### config.mk
export PLATFORM = sky130hd
export DESIGN_NAME = mephm_unit
export DESIGN_NICKNAME = d
export VERILOG_FILES = /design/src/hw/rtl/mephm_pkg.sv /design/src/hw/rtl/mephm_sqrt.sv /design/src/hw/rtl/mephm_unit.sv
export SDC_FILE = /design/constraint.sdc
export NUM_CORES = 2
export LEC_CHECK = 0
export BUFFER_PORTS_ARGS = -buffer_cell sky130_fd_sc_hd__buf_2
export CORE_MARGIN = 2
export CORE_UTILIZATION = 65
export DETAILED_ROUTE_END_ITERATION = 16
export HOLD_SLACK_MARGIN = 0.02
export PLACE_DENSITY = 0.82
export SLEW_MARGIN = 20
export SYNTH_ARGS = -nofsm -noshare
export SYNTH_HDL_FRONTEND = slang
export SYNTH_SLANG_ARGS = --single-unit
export TNS_END_PERCENT = 100
### constraint.sdc
create_clock -name i_clk -period 11 [get_ports i_clk]
set_input_delay 1.65 -clock i_clk [delete_from_list [all_inputs] [get_ports i_clk]]
set_output_delay 1.65 -clock i_clk [all_outputs]
set_load 0.05 [all_outputs]
### src/hw/rtl/mephm_pkg.sv
// ----------------------------------------------------------------------------
// mephm_pkg: shared types and constants for the ellipse hit-mask block
// Register map, field widths and the pipeline control struct.
// ----------------------------------------------------------------------------
`default_nettype none
package mephm_pkg;
    localparam int MaxEllipses = 4;
    localparam int CoordW = 12;
    localparam int SqW = 25;     // dx*dx + dy*dy, dx up to 4095 in magnitude
    localparam int RootW = 13;   // isqrt of a 25-bit value
    localparam int RootSteps = 13;
    localparam int AddrW = 6;

    localparam logic [AddrW-1:0] AddrCount = 6'h00;
    localparam logic [AddrW-1:0] AddrEllA = 6'h08;
    localparam logic [AddrW-1:0] AddrEllB = 6'h10;
    localparam logic [AddrW-1:0] AddrEllC = 6'h18;
    localparam logic [AddrW-1:0] AddrEllD = 6'h20;

    typedef struct packed {
        logic       valid;
        logic [2:0] active;
    } t_ctrl;
endpackage
`default_nettype wire

### src/hw/rtl/mephm_sqrt.sv
// ----------------------------------------------------------------------------
// mephm_sqrt: pipelined floor square root
// One result bit per stage; advances only when the enable is high.
// ----------------------------------------------------------------------------
`default_nettype none
module mephm_sqrt (
    input  wire logic                          i_clk,
    input  wire logic                          i_en,
    input  wire logic [mephm_pkg::SqW-1:0]     i_sq,
    output logic      [mephm_pkg::RootW-1:0]   o_root
);
    localparam int N = mephm_pkg::RootSteps;
    localparam int RW = 2 * N;

    logic [RW-1:0] r_rem [N];
    logic [N-1:0]  r_res [N];

    always_ff @(posedge i_clk) begin
        if (i_en) begin
            for (int s = 0; s < N; s++) begin
                logic [RW-1:0] rem;
                logic [N-1:0]  res;
                logic [RW-1:0] trial;
                rem = (s == 0) ? RW'(i_sq) : r_rem[s-1];
                res = (s == 0) ? '0 : r_res[s-1];
                trial = RW'({res, 2'b01}) << (2 * (N - 1 - s));
                if (rem >= trial) begin
                    r_rem[s] <= rem - trial;
                    r_res[s] <= {res[N-2:0], 1'b1};
                end else begin
                    r_rem[s] <= rem;
                    r_res[s] <= {res[N-2:0], 1'b0};
                end
            end
        end
    end

    assign o_root = r_res[N-1];
endmodule
`default_nettype wire

### src/hw/rtl/mephm_unit.sv
// ----------------------------------------------------------------------------
// mephm_unit: one ellipse test
// Squares distances, takes three square roots, then compares the sum of two roots with the scaled third root.
// ----------------------------------------------------------------------------
`default_nettype none
module mephm_unit (
    input  wire logic                              i_clk,
    input  wire logic                              i_en,
    input  wire logic signed [mephm_pkg::CoordW-1:0] i_px,
    input  wire logic signed [mephm_pkg::CoordW-1:0] i_py,
    input  wire logic [63:0]                       i_ell,
    output logic                                   o_hit
);
    localparam int N = mephm_pkg::RootSteps;
    logic signed [12:0] dx1, dy1, dx2, dy2, dxf, dyf;
    logic [mephm_pkg::SqW-1:0] r_sq1, r_sq2, r_sqf;
    logic [mephm_pkg::RootW-1:0] d1, d2, df;
    logic [15:0] r_mult [N+1];
    logic [13:0] r_sum;
    logic [12:0] r_df;
    logic [15:0] r_m2;
    logic [28:0] r_prod;
    logic [25:0] r_lhs;
    logic r_hit;

    assign dx1 = 13'(i_px) - 13'($signed(i_ell[11:0]));
    assign dy1 = 13'(i_py) - 13'($signed(i_ell[23:12]));
    assign dx2 = 13'(i_px) - 13'($signed(i_ell[35:24]));
    assign dy2 = 13'(i_py) - 13'($signed(i_ell[47:36]));
    assign dxf = 13'($signed(i_ell[11:0])) - 13'($signed(i_ell[35:24]));
    assign dyf = 13'($signed(i_ell[23:12])) - 13'($signed(i_ell[47:36]));

    always_ff @(posedge i_clk) begin
        if (i_en) begin
            r_sq1 <= 25'($unsigned(26'(dx1) * 26'(dx1)))
                     + 25'($unsigned(26'(dy1) * 26'(dy1)));
            r_sq2 <= 25'($unsigned(26'(dx2) * 26'(dx2)))
                     + 25'($unsigned(26'(dy2) * 26'(dy2)));
            r_sqf <= 25'($unsigned(26'(dxf) * 26'(dxf)))
                     + 25'($unsigned(26'(dyf) * 26'(dyf)));
            r_mult[0] <= i_ell[63:48];
            for (int s = 1; s <= N; s++) r_mult[s] <= r_mult[s-1];
            r_sum <= 14'(d1) + 14'(d2);
            r_df <= df;
            r_m2 <= r_mult[N];
            r_prod <= 29'(r_df) * 29'(r_m2);
            r_lhs <= {r_sum, 12'b0};
            r_hit <= 29'(r_lhs) <= r_prod;
        end
    end

    mephm_sqrt u_s1 (.i_clk(i_clk), .i_en(i_en), .i_sq(r_sq1), .o_root(d1));
    mephm_sqrt u_s2 (.i_clk(i_clk), .i_en(i_en), .i_sq(r_sq2), .o_root(d2));
    mephm_sqrt u_sf (.i_clk(i_clk), .i_en(i_en), .i_sq(r_sqf), .o_root(df));

    assign o_hit = r_hit;
endmodule
`default_nettype wire

==> impl_metrics.tcl <==
set metrics [dict create \
    start_kind "primary input" \
    ys_async_sr_fraction 0 \
    clock-skew-final_ns 0.0276 \
    rows 151 \
    vias 67800 \
    tns_ns 0 \
    htreeDepth 4 \
    synth_top_area_cell "edfxtp_1" \
    drv_cap 0 \
    synth_top_area_share 0.433 \
    outcome "finished clean" \
    grt_pass1_wl_mm 369 \
    drt_iter0_drc 4906 \
    synth_edf_count 1592 \
    nets 11500 \
    cts_buffers 152 \
    synth-seq-cells 1595 \
    synth_area_per_cell_sq_um 11.8 \
    grtUsageTotal 0.269 \
    drt-pass1-iter-count 8 \
    syn_to_final_growth_pct 7.60 \
    cts_tree "built" \
    synth_seq_area_share 0.433 \
    drc 0 \
    yosysUniqueCellTypes 93 \
    grt_max_degree 215 \
    antenna_found_initial 2 \
    cts-resized-gates 0 \
    max_freq_mhz 98.8 \
    netlist_instances 9361 \
    placed_area_sq_um 114000 \
    setup_viol 0 \
    initial_utilization 0.653 \
    critPathMaxFanout 9 \
    yosys_warnings 0 \
    fp.dieH_um 416 \
    hold_buffers 0 \
    worst_hold_path_type "reg2reg" \
    path_class "in2reg" \
    cts_num_sinks 1595 \
    place_congestion 0.931 \
    synth.area.top_cells "edfxtp_1, fa_1, ha_1" \
    finalCritPeriodShare 0.920 \
    worst_pin_slew_ns 1.07 \
    syn_nets 11400 \
    path_clk_slew_ns 0.06 \
    ant_nets 0 \
    viasPerCell 5.71 \
    fillers 11200 \
    cts_root_buf "clkbuf_16" \
    drive_gt1_frac 0.0535 \
    grt_pass1_vias 73100 \
    synthFlopType "edfxtp_1" \
    maxSlewViolCount 0 \
    period_minus_slack_ns 10.12 \
    ys_top_cells_by_count "inv_1, edfxtp_1, fa_1" \
    antennaDiodeCount 0 \
    rsz0062_at_grt "false" \
    clk_latency_ns 0.79 \
    fp.dieW_um 416 \
    fin_util 0.703 \
    wl_per_cell_um 19.1 \
    crit_path_end_kind "register" \
    overflow 0 \
    wl_mm 227 \
    fin_area_sq_um 119000 \
    cpPeakStageDelay_ns 0.77 \
    postCtsSetupRepairBufs 0 \
    yosysMostFrequentCell "inv_1" \
    crit_arrival_ns 10.65 \
    portBuffers 90 \
    clock_path_buffers 3 \
    dp_hpwl_mm 176 \
    path_common_cell "inv_1" \
    die-area_sq_um 173000 \
    io_pins 91 \
    cpMaxStageDelayCell "xnor2_1" \
    required_ns 11.53 \
    coreArea_sq_um 169000 \
    hold_viol_final 0 \
    max_slew_margin 0.282 \
    syn_area_sq_um 110000 \
]
==> sequential cells by signal (all words and copies together) (netlist names), 16 cells and up <==
name,flops
r_sqf,25
r_prod,29
u_sf.r_res,91
r_m2,16
u_s1.r_rem,312
u_s1.r_res,91
u_sf.r_rem,312
r_sq2,25
r_sq1,25
u_s2.r_res,91
u_s2.r_rem,312
r_mult,224
==> layer usage <==
metal	part of all wire	wire [um]	GRT usage
met3	0.053	11900	0.0373
met5	0.000049	11	0
met2	0.52	118000	0.483
met1	0.37	84700	0.316
met4	0.052	11800	0.133
==> cell usage in the layout, fill, tap and decap left out, types with 54 or more instances in the layout <==
cell type,synthesis,final
buf_4,1,95
buf_2,10,89
fa_1,1128,1128
xor2_1,203,203
nor4_1,119,119
xnor2_1,394,393
edfxtp_1,1592,1592
nor3_1,157,156
nand2_1,663,663
nor2b_1,88,88
a21o_1,109,109
ha_1,787,787
inv_1,1838,1837
nand4_1,54,54
nand2b_1,99,99
nand3_1,76,76
clkbuf_16,0,155
and2_1,120,120
a21oi_1,260,260
nor2_1,599,599
o21ai_0,226,226
o21a_1,104,104
==> critical path: cells and delay by family <==
family | cells | cell delay (ns)
AND/OR/NAND/NOR | 5 | 0.76
buffers and inverters | 9 | 0.92
AO/OA/AOI/OAI | 9 | 2.20
XOR/XNOR | 2 | 0.92
adder cells (fa/ha/maj) | 9 | 4.16
==> final cells by class <==
cell class	instances	area, sq um	area share
Timing Repair Buffer	191	1300	0.0109
Clock inverter	101	962	0.00809
Tap cell	2218	2780	0.0233
Multi-Input combinational cell	5735	55000	0.463
Sequential cell	1595	47900	0.403
Clock buffer	179	3970	0.0334
Inverter	1868	7010	0.0590
==> path summary, 6_finish.rpt <==
kind | depth (start not counted) | endpoint | slack, ns | startpoint
worst min register to register | 0 | u_s2.r_rem[0][7]$_DFFE_PP_ | 0.41 | r_sq2[7]$_DFFE_PP_
worst max-delay path | 34 | r_sq2[23]$_DFFE_PP_ | 0.88 | i_ell[25]
worst min-delay path | 0 | u_s2.r_rem[0][7]$_DFFE_PP_ | 0.41 | r_sq2[7]$_DFFE_PP_
worst max register to register | 20 | r_prod[26]$_DFFE_PP_ | 4.76 | r_df[4]$_DFFE_PP_
==> cells by family (layout without fill, tap and decap cells) <==
| group | after synthesis | in the layout | synth area share |
|---|---|---|---|
| AO/OA/AOI/OAI | 987 | 987 | 0.0572 |
| other | 1 | 1 | 0.0000339 |
| flip-flops | 1595 | 1595 | 0.433 |
| multiplexers | 33 | 33 | 0.00330 |
| adder cells (fa/ha/maj) | 1915 | 1915 | 0.294 |
| buffers and inverters | 2031 | 2339 | 0.0692 |
| AND/OR/NAND/NOR | 2199 | 2199 | 0.0958 |
| XOR/XNOR | 600 | 600 | 0.0478 |
==> metrics by stage <==
stage	instances	hold slack (ns)	worst slack, ns
4_1_cts	11900	0.409	0.922
3_3_place_gp	11600	0.401	0.299
5_1_grt	11900	0.417	0.422
6_report	11900	0.407	0.879
2_1_floorplan	9361	0.400	1.06
3_5_place_dp	11600	0.405	0.0999
Power is not shown: default switching activity piles up to over one toggle a cycle in this logic, so the estimate is an artifact.
